$ cat config.mk
export PLATFORM = sky130hd
export DESIGN_NAME = vector_elementwise_and_reduction
export DESIGN_NICKNAME = d
export VERILOG_FILES = /design/src/rtl/core/vear_pkg.sv /design/src/rtl/core/vear_sqrt.sv /design/src/rtl/core/vear_datapath.sv /design/src/rtl/core/vear_ctrl.sv /design/src/rtl/core/vector_elementwise_and_reduction.sv
export SDC_FILE = /design/constraint.sdc
export NUM_CORES = 2
export LEC_CHECK = 0
export BUFFER_PORTS_ARGS = -buffer_cell sky130_fd_sc_hd__buf_2
export CORE_MARGIN = 2
export CORE_UTILIZATION = 50
export CTS_BUF_LIST = sky130_fd_sc_hd__clkbuf_8
export CTS_CLUSTER_SIZE = 30
export DETAILED_ROUTE_END_ITERATION = 6
export GPL_ROUTABILITY_DRIVEN = 1
export PLACE_DENSITY = 0.78
export SYNTH_ARGS = -nofsm -noshare
export SYNTH_HDL_FRONTEND = slang
export SYNTH_SLANG_ARGS = --single-unit
export TNS_END_PERCENT = 50
$ cat constraint.sdc
create_clock -name clock -period 8.6 [get_ports clock]
set_clock_uncertainty 0.2 [all_clocks]
set_input_delay 0.43 -clock clock [delete_from_list [all_inputs] [get_ports clock]]
set_output_delay 0.43 -clock clock [all_outputs]
set_load 0.05 [all_outputs]
$ cat src/rtl/core/vear_pkg.sv
`timescale 1ns / 1ps
// ----------------------------------------------------------------------------
// vear_pkg
// Shared types and constants for the vector element-wise and reduction unit.
// ----------------------------------------------------------------------------
package vear_pkg;

   // operand and result widths
   localparam int OP_W    = 33;   // sign-extended element, element difference or scale factor
   localparam int PROD_W  = 2 * OP_W;
   localparam int ACC_W   = 64;
   localparam int ROOT_W  = ACC_W / 2;
   localparam int CFG_W   = 32;
   localparam int MODE_W  = 3;
   localparam int CSR_IDX_W = 1;

   // fraction bits of the Q16.16 scale factor; the scale product is shifted right by this
   localparam int FRAC_BITS = 16;

   // operation modes
   localparam logic [MODE_W-1:0] MODE_ADD   = 3'd0;
   localparam logic [MODE_W-1:0] MODE_SUB   = 3'd1;
   localparam logic [MODE_W-1:0] MODE_SCALE = 3'd2;
   localparam logic [MODE_W-1:0] MODE_DOT   = 3'd3;
   localparam logic [MODE_W-1:0] MODE_NORM  = 3'd4;
   localparam logic [MODE_W-1:0] MODE_DIST  = 3'd5;

   // register indexes
   localparam logic [CSR_IDX_W-1:0] REG_MODE  = 1'b0;
   localparam logic [CSR_IDX_W-1:0] REG_SCALE = 1'b1;

   // reset values
   localparam logic [MODE_W-1:0] MODE_RESET  = MODE_DOT;
   localparam logic [CFG_W-1:0]  SCALE_RESET = 32'h0001_0000;

   // controller to datapath commands
   typedef struct packed {
      logic capture;     // latch operands of the accepted transaction
      logic mul;         // register the product
      logic exec;        // element result or accumulator update
      logic root_start;  // launch the square root on the final sum
      logic load_out;    // move the finished result into the output register
   } cmd_type;

   // datapath to controller status
   typedef struct packed {
      logic elem_mode;
      logic dot_mode;
      logic root_mode;
      logic last;
      logic root_done;
      logic out_free;
   } status_type;

endpackage

$ cat src/rtl/core/vear_sqrt.sv
`timescale 1ns / 1ps
// ----------------------------------------------------------------------------
// vear_sqrt
// Iterative floor square root of a 64-bit unsigned value, one root bit a cycle.
// ----------------------------------------------------------------------------
module vear_sqrt (
   input  logic                        clock,
   input  logic                        reset,
   input  logic                        start,
   input  logic [vear_pkg::ACC_W-1:0]  operand,
   output logic                        done,
   output logic [vear_pkg::ROOT_W-1:0] root
);

   localparam int REM_W = vear_pkg::ROOT_W + 3;
   localparam int CNT_W = $clog2(vear_pkg::ROOT_W);

   logic [vear_pkg::ACC_W-1:0]  x_ff, x_in;
   logic [REM_W-1:0]            rem_ff, rem_in;
   logic [vear_pkg::ROOT_W-1:0] root_ff, root_in;
   logic [CNT_W-1:0]            cnt_ff, cnt_in;
   logic                        busy_ff, busy_in;
   logic                        done_ff, done_in;
   logic [REM_W-1:0]            rem_sh;
   logic [REM_W-1:0]            trial;
   logic                        fits;

   // one restoring step: bring down two bits, try root*4+1
   always_comb begin
      rem_sh = {rem_ff[REM_W-3:0], x_ff[vear_pkg::ACC_W-1 -: 2]};
      trial  = {1'b0, root_ff, 2'b01};
      fits   = (rem_sh >= trial);
      x_in    = x_ff;
      rem_in  = rem_ff;
      root_in = root_ff;
      cnt_in  = cnt_ff;
      busy_in = busy_ff;
      done_in = 1'b0;
      if (start) begin
         x_in    = operand;
         rem_in  = '0;
         root_in = '0;
         cnt_in  = '0;
         busy_in = 1'b1;
      end else if (busy_ff) begin
         x_in    = {x_ff[vear_pkg::ACC_W-3:0], 2'b00};
         rem_in  = fits ? (rem_sh - trial) : rem_sh;
         root_in = {root_ff[vear_pkg::ROOT_W-2:0], fits};
         cnt_in  = cnt_ff + 1'b1;
         if (cnt_ff == CNT_W'(vear_pkg::ROOT_W - 1)) begin
            busy_in = 1'b0;
            done_in = 1'b1;
         end
      end
   end

   // control registers
   always_ff @(posedge clock) begin
      if (reset) begin
         busy_ff <= 1'b0;
         done_ff <= 1'b0;
         cnt_ff  <= '0;
      end else begin
         busy_ff <= busy_in;
         done_ff <= done_in;
         cnt_ff  <= cnt_in;
      end
   end

   // working registers
   always_ff @(posedge clock) begin
      x_ff    <= x_in;
      rem_ff  <= rem_in;
      root_ff <= root_in;
   end

   assign done = done_ff;
   assign root = root_ff;

   // a new root is never launched over one in flight
   a_start_idle: assert property (@(posedge clock) disable iff (reset)
      start |-> !busy_ff)
      else $error("square root started while busy");

   // done follows the final step
   a_done_after_busy: assert property (@(posedge clock) disable iff (reset)
      done_ff |-> ($past(busy_ff) && !busy_ff))
      else $error("square root done without a running iteration");

endmodule

$ cat src/rtl/core/vear_datapath.sv
`timescale 1ns / 1ps
// ----------------------------------------------------------------------------
// vear_datapath
// Config registers, operand capture, multiplier, accumulator, root unit and
// output register.
// ----------------------------------------------------------------------------
module vear_datapath #(
   parameter int ELEM_WIDTH = 32
) (
   input  logic                                 clock,
   input  logic                                 reset,
   input  vear_pkg::cmd_type                    cmd,
   output vear_pkg::status_type                 status,
   input  logic signed [ELEM_WIDTH-1:0]         req_elem_a,
   input  logic signed [ELEM_WIDTH-1:0]         req_elem_b,
   input  logic                                 req_last_elem,
   output logic                                 rsp_valid,
   input  logic                                 rsp_ready,
   output logic signed [vear_pkg::ACC_W-1:0]    rsp_value,
   output logic                                 rsp_is_last,
   output logic                                 rsp_saturated,
   input  logic                                 csr_valid,
   output logic                                 csr_ready,
   input  logic [vear_pkg::CSR_IDX_W-1:0]       csr_index,
   input  logic [vear_pkg::CFG_W-1:0]           csr_data
);

   localparam int OP_W  = vear_pkg::OP_W;
   localparam int ACC_W = vear_pkg::ACC_W;
   localparam int EXT_W = OP_W - ELEM_WIDTH;
   localparam logic signed [ACC_W-1:0] ELEM_MAX = (64'sd1 <<< (ELEM_WIDTH - 1)) - 64'sd1;
   localparam logic signed [ACC_W-1:0] ELEM_MIN = -ELEM_MAX - 64'sd1;
   localparam logic signed [ACC_W-1:0] RND_HALF = 64'sd1 <<< (vear_pkg::FRAC_BITS - 1);
   localparam logic [ACC_W-1:0] SMAX = {1'b0, {(ACC_W-1){1'b1}}};
   localparam logic [ACC_W-1:0] SMIN = {1'b1, {(ACC_W-1){1'b0}}};

   // configuration registers
   logic [vear_pkg::MODE_W-1:0] mode_ff;
   logic [vear_pkg::CFG_W-1:0]  scale_ff;

   // operand and product registers
   logic signed [OP_W-1:0]      op_x_ff, op_x_in;
   logic signed [OP_W-1:0]      op_y_ff, op_y_in;
   logic                        last_ff;
   logic [ACC_W-1:0]            prod_ff;
   logic signed [vear_pkg::PROD_W-1:0] prod_full;

   // accumulator
   logic [ACC_W-1:0]            acc_ff, acc_in, acc_next;
   logic                        ovf_ff, ovf_in, ovf_next;

   // result staging and output register
   logic [ACC_W-1:0]            res_value_ff, res_value_in;
   logic                        res_last_ff, res_last_in;
   logic                        res_sat_ff, res_sat_in;
   logic                        rsp_valid_ff, rsp_valid_in;
   logic [ACC_W-1:0]            rsp_value_ff;
   logic                        rsp_last_ff;
   logic                        rsp_sat_ff;

   // decode and element arithmetic
   logic                        elem_mode, dot_mode, root_mode;
   logic signed [OP_W-1:0]      a_ext, b_ext, s_ext, diff;
   logic signed [OP_W-1:0]      sum_sd;
   logic signed [ACC_W-1:0]     prod_s, rnd, shr, elem_raw;
   logic [ACC_W-1:0]            elem_val;
   logic                        elem_sat;
   logic [ACC_W-1:0]            dot_sum;
   logic [ACC_W:0]              usum;
   logic                        dot_ovf;

   logic                        root_done;
   logic [vear_pkg::ROOT_W-1:0] root_val;

   // mode decode
   always_comb begin
      elem_mode = 1'b0;
      dot_mode  = 1'b0;
      root_mode = 1'b0;
      unique case (mode_ff) inside
         vear_pkg::MODE_ADD, vear_pkg::MODE_SUB, vear_pkg::MODE_SCALE: elem_mode = 1'b1;
         vear_pkg::MODE_DOT:                                         dot_mode  = 1'b1;
         vear_pkg::MODE_NORM, vear_pkg::MODE_DIST:                   root_mode = 1'b1;
         default: ;
      endcase
   end

   // configuration writes
   assign csr_ready = 1'b1;

   always_ff @(posedge clock) begin
      if (reset) begin
         mode_ff  <= vear_pkg::MODE_RESET;
         scale_ff <= vear_pkg::SCALE_RESET;
      end else if (csr_valid) begin
         unique case (csr_index)
            vear_pkg::REG_MODE:  mode_ff  <= csr_data[vear_pkg::MODE_W-1:0];
            vear_pkg::REG_SCALE: scale_ff <= csr_data;
            default: ;
         endcase
      end
   end

   // operand selection at capture
   always_comb begin
      a_ext = {{EXT_W{req_elem_a[ELEM_WIDTH-1]}}, req_elem_a};
      b_ext = {{EXT_W{req_elem_b[ELEM_WIDTH-1]}}, req_elem_b};
      s_ext = {scale_ff[vear_pkg::CFG_W-1], scale_ff};
      diff  = a_ext - b_ext;
      op_x_in = a_ext;
      op_y_in = b_ext;
      case (mode_ff)
         vear_pkg::MODE_SCALE: op_y_in = s_ext;
         vear_pkg::MODE_NORM:  op_y_in = a_ext;
         vear_pkg::MODE_DIST: begin
            op_x_in = diff;
            op_y_in = diff;
         end
         default: ;
      endcase
   end

   always_ff @(posedge clock) begin
      if (cmd.capture) begin
         op_x_ff <= op_x_in;
         op_y_ff <= op_y_in;
         last_ff <= req_last_elem;
      end
   end

   // multiplier stage
   assign prod_full = op_x_ff * op_y_ff;

   always_ff @(posedge clock) begin
      if (cmd.mul) begin
         prod_ff <= prod_full[ACC_W-1:0];
      end
   end

   // element-wise result with saturation
   always_comb begin
      sum_sd = (mode_ff == vear_pkg::MODE_SUB) ? (op_x_ff - op_y_ff) : (op_x_ff + op_y_ff);
      prod_s = $signed(prod_ff);
      rnd    = prod_s + RND_HALF;
      shr    = rnd >>> vear_pkg::FRAC_BITS;
      if (mode_ff == vear_pkg::MODE_SCALE) begin
         elem_raw = shr;
      end else begin
         elem_raw = {{(ACC_W-OP_W){sum_sd[OP_W-1]}}, sum_sd};
      end
      elem_sat = 1'b0;
      elem_val = elem_raw;
      if (elem_raw > ELEM_MAX) begin
         elem_val = ELEM_MAX;
         elem_sat = 1'b1;
      end else if (elem_raw < ELEM_MIN) begin
         elem_val = ELEM_MIN;
         elem_sat = 1'b1;
      end
   end

   // accumulator update: signed for dot product, unsigned for sums of squares
   always_comb begin
      dot_sum  = acc_ff + prod_ff;
      dot_ovf  = (acc_ff[ACC_W-1] == prod_ff[ACC_W-1]) &&
                 (dot_sum[ACC_W-1] != acc_ff[ACC_W-1]);
      usum     = {1'b0, acc_ff} + {1'b0, prod_ff};
      acc_next = acc_ff;
      ovf_next = ovf_ff;
      if (dot_mode) begin
         acc_next = dot_ovf ? (acc_ff[ACC_W-1] ? SMIN : SMAX) : dot_sum;
         ovf_next = ovf_ff | dot_ovf;
      end else if (root_mode) begin
         acc_next = usum[ACC_W] ? {ACC_W{1'b1}} : usum[ACC_W-1:0];
         ovf_next = ovf_ff | usum[ACC_W];
      end
   end

   // accumulator and result staging
   always_comb begin
      acc_in       = acc_ff;
      ovf_in       = ovf_ff;
      res_value_in = res_value_ff;
      res_last_in  = res_last_ff;
      res_sat_in   = res_sat_ff;
      if (cmd.exec) begin
         if (elem_mode) begin
            res_value_in = elem_val;
            res_last_in  = last_ff;
            res_sat_in   = elem_sat;
         end else if (dot_mode || root_mode) begin
            acc_in = acc_next;
            ovf_in = ovf_next;
            if (last_ff) begin
               acc_in       = '0;
               ovf_in       = 1'b0;
               res_value_in = acc_next;
               res_last_in  = 1'b1;
               res_sat_in   = ovf_next;
            end
         end
      end else if (root_done) begin
         res_value_in = {{(ACC_W-vear_pkg::ROOT_W){1'b0}}, root_val};
      end
   end

   always_ff @(posedge clock) begin
      if (reset) begin
         acc_ff <= '0;
         ovf_ff <= 1'b0;
      end else begin
         acc_ff <= acc_in;
         ovf_ff <= ovf_in;
      end
   end

   always_ff @(posedge clock) begin
      res_value_ff <= res_value_in;
      res_last_ff  <= res_last_in;
      res_sat_ff   <= res_sat_in;
   end

   // square root unit
   vear_sqrt u_sqrt (
      .clock   (clock),
      .reset   (reset),
      .start   (cmd.root_start),
      .operand (acc_next),
      .done    (root_done),
      .root    (root_val)
   );

   // output register
   assign rsp_valid_in = cmd.load_out ? 1'b1 : (rsp_valid_ff && !rsp_ready);

   always_ff @(posedge clock) begin
      if (reset) begin
         rsp_valid_ff <= 1'b0;
      end else begin
         rsp_valid_ff <= rsp_valid_in;
      end
   end

   always_ff @(posedge clock) begin
      if (cmd.load_out) begin
         rsp_value_ff <= res_value_ff;
         rsp_last_ff  <= res_last_ff;
         rsp_sat_ff   <= res_sat_ff;
      end
   end

   assign rsp_valid     = rsp_valid_ff;
   assign rsp_value     = $signed(rsp_value_ff);
   assign rsp_is_last   = rsp_last_ff;
   assign rsp_saturated = rsp_sat_ff;

   // status to controller
   always_comb begin
      status.elem_mode = elem_mode;
      status.dot_mode  = dot_mode;
      status.root_mode = root_mode;
      status.last      = last_ff;
      status.root_done = root_done;
      status.out_free  = !rsp_valid_ff || rsp_ready;
   end

   // a finished reduction leaves a clean accumulator
   a_acc_cleared: assert property (@(posedge clock) disable iff (reset)
      (cmd.exec && (dot_mode || root_mode) && last_ff) |=> (acc_ff == '0 && !ovf_ff))
      else $error("accumulator not cleared after reduction result");

endmodule

$ cat src/rtl/core/vear_ctrl.sv
`timescale 1ns / 1ps
// ----------------------------------------------------------------------------
// vear_ctrl
// Sequencer: capture, multiply, execute, optional square root, hand-off.
// ----------------------------------------------------------------------------
module vear_ctrl (
   input  logic                 clock,
   input  logic                 reset,
   input  logic                 req_valid,
   output logic                 req_ready,
   input  vear_pkg::status_type status,
   output vear_pkg::cmd_type    cmd
);

   localparam logic [2:0] ST_IDLE = 3'd0;
   localparam logic [2:0] ST_MUL  = 3'd1;
   localparam logic [2:0] ST_EXEC = 3'd2;
   localparam logic [2:0] ST_ROOT = 3'd3;
   localparam logic [2:0] ST_OUT  = 3'd4;

   logic [2:0] state_ff, state_in;

   // next state and commands
   always_comb begin
      state_in  = state_ff;
      cmd       = '0;
      req_ready = 1'b0;
      unique case (state_ff)
         ST_IDLE: begin
            req_ready = 1'b1;
            if (req_valid) begin
               cmd.capture = 1'b1;
               state_in    = ST_MUL;
            end
         end
         ST_MUL: begin
            cmd.mul  = 1'b1;
            state_in = ST_EXEC;
         end
         ST_EXEC: begin
            cmd.exec = 1'b1;
            state_in = ST_IDLE;
            if (status.elem_mode) begin
               state_in = ST_OUT;
            end else if (status.dot_mode && status.last) begin
               state_in = ST_OUT;
            end else if (status.root_mode && status.last) begin
               cmd.root_start = 1'b1;
               state_in       = ST_ROOT;
            end
         end
         ST_ROOT: begin
            if (status.root_done) begin
               state_in = ST_OUT;
            end
         end
         ST_OUT: begin
            if (status.out_free) begin
               cmd.load_out = 1'b1;
               state_in     = ST_IDLE;
            end
         end
         default: state_in = ST_IDLE;
      endcase
   end

   always_ff @(posedge clock) begin
      if (reset) begin
         state_ff <= ST_IDLE;
      end else begin
         state_ff <= state_in;
      end
   end

   // the output register is only reloaded once its transaction has left
   a_load_free: assert property (@(posedge clock) disable iff (reset)
      cmd.load_out |-> status.out_free)
      else $error("output register overwritten while pending");

   // no new transaction is taken while a root is being computed
   a_root_blocks: assert property (@(posedge clock) disable iff (reset)
      (state_ff == ST_ROOT) |=> !$past(cmd.capture))
      else $error("capture during square root");

endmodule

$ cat src/rtl/core/vector_elementwise_and_reduction.sv
`timescale 1ns / 1ps
// ----------------------------------------------------------------------------
// vector_elementwise_and_reduction
// Streaming Q16.16 vector unit: add, subtract, scale, dot product, norm and
// distance over paired elements.
// ----------------------------------------------------------------------------
// Usage:
//   req_* carries one element pair (a, b) and a last marker per transaction.
//   rsp_* returns results: one per element in add, subtract and scale modes,
//   one per vector (after the last element) in dot, norm and distance modes.
//   csr_* writes the mode register (index 0) and the scale factor (index 1);
//   write only while no transaction is in flight.
// Sequence:
//   An element passes capture, multiply and execute stages: a non-final
//   reduction element then ends, an element-wise result is then loaded into
//   the output register, and the next element can be accepted only after
//   that. Dot product results take the same path. Norm and distance first
//   run the bit-serial square root, which produces one root bit per cycle.
// Reset:
//   Mode returns to dot product, scale to 1.0, the accumulator and its
//   saturation flag to zero, and the output register empties.
// Stall:
//   A result waits in the output register while rsp_ready is low; the next
//   transaction is still taken and computed, then holds until the register
//   frees up.
// ----------------------------------------------------------------------------
module vector_elementwise_and_reduction #(
   parameter int ELEM_WIDTH = 32
) (
   input  logic                               clock,
   input  logic                               reset,
   input  logic                               req_valid,
   output logic                               req_ready,
   input  logic signed [ELEM_WIDTH-1:0]       req_elem_a,
   input  logic signed [ELEM_WIDTH-1:0]       req_elem_b,
   input  logic                               req_last_elem,
   output logic                               rsp_valid,
   input  logic                               rsp_ready,
   output logic signed [vear_pkg::ACC_W-1:0]  rsp_value,
   output logic                               rsp_is_last,
   output logic                               rsp_saturated,
   input  logic                               csr_valid,
   output logic                               csr_ready,
   input  logic [vear_pkg::CSR_IDX_W-1:0]     csr_index,
   input  logic [vear_pkg::CFG_W-1:0]         csr_data
);

   vear_pkg::cmd_type    cmd;
   vear_pkg::status_type status;

   // sequencer
   vear_ctrl u_ctrl (
      .clock     (clock),
      .reset     (reset),
      .req_valid (req_valid),
      .req_ready (req_ready),
      .status    (status),
      .cmd       (cmd)
   );

   // arithmetic and storage
   vear_datapath #(
      .ELEM_WIDTH (ELEM_WIDTH)
   ) u_datapath (
      .clock         (clock),
      .reset         (reset),
      .cmd           (cmd),
      .status        (status),
      .req_elem_a    (req_elem_a),
      .req_elem_b    (req_elem_b),
      .req_last_elem (req_last_elem),
      .rsp_valid     (rsp_valid),
      .rsp_ready     (rsp_ready),
      .rsp_value     (rsp_value),
      .rsp_is_last   (rsp_is_last),
      .rsp_saturated (rsp_saturated),
      .csr_valid     (csr_valid),
      .csr_ready     (csr_ready),
      .csr_index     (csr_index),
      .csr_data      (csr_data)
   );

endmodule
==> metrics.csv <==
stage;metric;value;unit
run_status;outcome;finished with violations;
run_status;violations;DRC;
timing;period_minus_slack;8.570;ns
critical_path;startpoint_type;register;
timing;hold_slack;0.08404;ns
critical_path;crit_family;adder cells;
worst_hold_path;hold_path_class;primary input to register;
logic_synthesis;synthArstFlopShare;0;%
flow_run;cap_viol_max_count;0;
logic_synthesis;yosysMostFrequentCell;inv_1;
floorplan;num_rows;135;
routing;drt-pass1-iter-count;7;
logic_synthesis;synth_nets;9076;
final_layout;fin_nets;9384;
floorplan;die_w;373.4;um
critical_path;cp.required;8.94;ns
logic_synthesis;yosys.area.top_type;fa_1;
routing;drt_iter0_markers;5512;
routing;viasPerCell;5.763;
routing;post_drt_wl_per_cell;22.05;um
critical_path;crit_buf_inv;6;
final_layout;drive_above_1_share;10.16;%
logic_synthesis;netlist_top_cells_area;fa_1 (33%), edfxtp_1 (14%), ha_1 (7.0%);
floorplan;die_h;373.4;um
cts;cts_buffers;85;
grt;grt_pass1_wl;329300;um
routing;ant_nets;0;
logic_synthesis;ys.warnings.count;0;
logic_synthesis;ys_types;85;
floorplan;ios;172;
critical_path;path_max_fanout;20;
timing;hold_viol_final;0;
logic_synthesis;syn_avg_cell_area;9.138;um2
floorplan;dieArea;139400;um2
timing;setup_violations;0;
logic_synthesis;synth_top_area_share;33.10;%
cts;cts_tree;done;
critical_path;max_stage_delay;0.58;ns
critical_path;cp-end-kind;register;
grt;track_usage;30.38;%
logic_synthesis;ys.flop_type;edfxtp_1;
timing;worst_slew_pin_slew;1.200;ns
placement;globalplace.congestion;1.021;
routing;wl;212600;um
cts;clock_path_buffers;3;
logic_synthesis;synthCells;7465;
placement;io_buffers;170;
final_layout;area_growth;11.62;%
grt;antenna_found_initial;18;
cts;htree_levels;3;
critical_path;critical_path_class;register to register;
floorplan;start_util;50.35;%
critical_path;worstPathArrival;8.91;ns
routing;vias;55564;
cts;path_clk_slew;0.05;ns
logic_synthesis;seq_area_frac_synth;19.56;%
grt;grt_max_degree;86;
timing;fmax;116.7;MHz
placement;dpl.hpwl;170100;um
timing;rsz0062_at_grt;yes;
routing;drc;2;
critical_path;cp_common_cell;fa_1;
timing;timing.final.crit_share;99.66;%
cts;clockRootBuffer;clkbuf_8;
logic_synthesis;syn_area;68210;um2
cts;worstSkewPairLatency;0.82;ns
final_layout;nFillCells;11610;
timing;max_slew_margin;19.82;%
logic_synthesis;ys_seq_elements;503;
floorplan;core;135500;um2
critical_path;crit_path_top_delay_cell;fa_1;
grt;grt_overflow;0;
grt;grt_pass1_vias;56790;
cts;clkSinkCount;503;
timing;slew_violations;0;
logic_synthesis;synth_common_cells;inv_1 (1,237), fa_1 (1,128), nand2_1 (1,030), and2_1 (541), ha_1 (380);
logic_synthesis;synth_edf_count;327;
[routing by layer]
layer / wire [um] / global-route usage (%)
met1: 84980 / 41.05
met2: 94770 / 47.16
met3: 23220 / 7.093
met4: 9565 / 12.57
met5: 34 / 0
[state kept, by name (all words and copies together) (netlist names), 5 cells and up]
register,flops
u_datapath.acc_ff,64
u_datapath.op_x_ff,33
u_datapath.op_y_ff,33
u_datapath.prod_ff,64
u_datapath.res_value_ff,64
u_datapath.rsp_value,64
u_datapath.scale_ff,32
u_datapath.u_sqrt.cnt_ff,5
u_datapath.u_sqrt.rem_ff,33
u_datapath.u_sqrt.root,32
u_datapath.u_sqrt.x_ff,64
[final timing paths]
| kind | depth (start not counted) | start | slack [ns] | end |
|---|---|---|---|---|
| worst max-delay path | 28 | u_datapath.op_x_ff[20] | 0.03 | u_datapath.prod_ff[63] |
| worst min-delay path | 3 | req_elem_a[29] | 0.08 | u_datapath.op_x_ff[29] |
| worst max register to register | 28 | u_datapath.op_x_ff[20] | 0.03 | u_datapath.prod_ff[63] |
| worst min register to register | 0 | u_datapath.res_value_ff[40] | 0.21 | u_datapath.rsp_value[40] |
[per-stage QoR]
step | cells | setup slack [ns] | instance area (um2) | util (%) | TNS, ns
final | 9641 | 0.02964 | 76140 | 56.20 | 0
after global routing | 9628 | -0.2057 | 76110 | 56.18 | -0.6710
after CTS | 9614 | -0.006970 | 75610 | 55.81 | -0.006970
after global placement | 9357 | -0.1172 | 72790 | 53.74 | -0.1751
after floorplan | 7465 | 0.1538 | 68210 | - | 0
after detailed placement | 9357 | -0.1428 | 72790 | 53.74 | -0.4179
[timing repair]
action,4_1_cts,5_1_grt
endpoints found under the hold margin,90,0
pin swaps,6,54
resized for setup,13,96
buffers inserted,5,10
endpoints found under the setup margin,6,16
gates cloned,0,2
hold buffers,93,0
[final cells by class]
class	instances	area, um2	area share [%]
multi-input cells	5328	49170	64.58
clock buffers	94	1294	1.699
diodes	15	37.54	0.04930
clock inverters	65	449.2	0.5900
well taps	1781	2228	2.927
inverters	1238	4651	6.108
flip-flops and latches	503	13350	17.53
repair buffers	617	4959	6.513
[cells by family (layout without fill, tap and decap cells)]
| family | after synthesis | in the layout | synth area share (%) |
|---|---|---|---|
| AND/OR/NAND/NOR | 2282 | 2282 | 15.95 |
| buffers and inverters | 1634 | 2014 | 9.047 |
| adder cells (fa/ha/maj) | 1508 | 1508 | 40.07 |
| AO/OA/AOI/OAI | 1201 | 1201 | 10.96 |
| flip-flops | 503 | 503 | 19.56 |
| XOR/XNOR | 287 | 287 | 3.685 |
| multiplexers | 49 | 49 | 0.7245 |
| other | 1 | 16 | 0.005497 |
[worst register-to-register path: cells and delay by family, from the launching register on]
family / cells / cell delay, ns
AO/OA/AOI/OAI: 9 / 1.81
XOR/XNOR: 1 / 0.07
adder cells (fa/ha/maj): 9 / 4.31
buffers and inverters: 6 / 0.70
flip-flops: 1 / 0.55
AND/OR/NAND/NOR: 3 / 0.71
[cell usage in the layout (no fill, tap or decap), types with 20 or more instances in the layout]
| cell | n |
|---|---|
| o22ai_1 | 54 |
| a21o_1 | 115 |
| nor2_1 | 298 |
| ha_1 | 368 |
| dfxtp_1 | 175 |
| clkbuf_8 | 94 |
| a31oi_1 | 28 |
| o211ai_1 | 27 |
| a21oi_1 | 366 |
| fa_1 | 1115 |
| buf_2 | 170 |
| nor2b_1 | 80 |
| a22o_1 | 25 |
| nor3_1 | 56 |
| o21a_1 | 30 |
| buf_4 | 308 |
| and3_1 | 29 |
| dlygate4sd3_1 | 93 |
| a22oi_1 | 20 |
| inv_1 | 1247 |
| o21ai_0 | 269 |
| buf_12 | 36 |
| nand4_1 | 42 |
| o21ai_1 | 23 |
| and2_1 | 536 |
| xnor2_1 | 187 |
| nand2b_1 | 47 |
| edfxtp_1 | 327 |
| nand2_1 | 1026 |
| o21bai_1 | 38 |
| inv_2 | 20 |
| xor2_1 | 100 |
| a211oi_1 | 46 |
| mux2i_1 | 46 |
| nand3_1 | 64 |
Power is left out: the tool's default activity adds up to more than one toggle a clock period on the data nets, which glitch-free logic cannot reach.
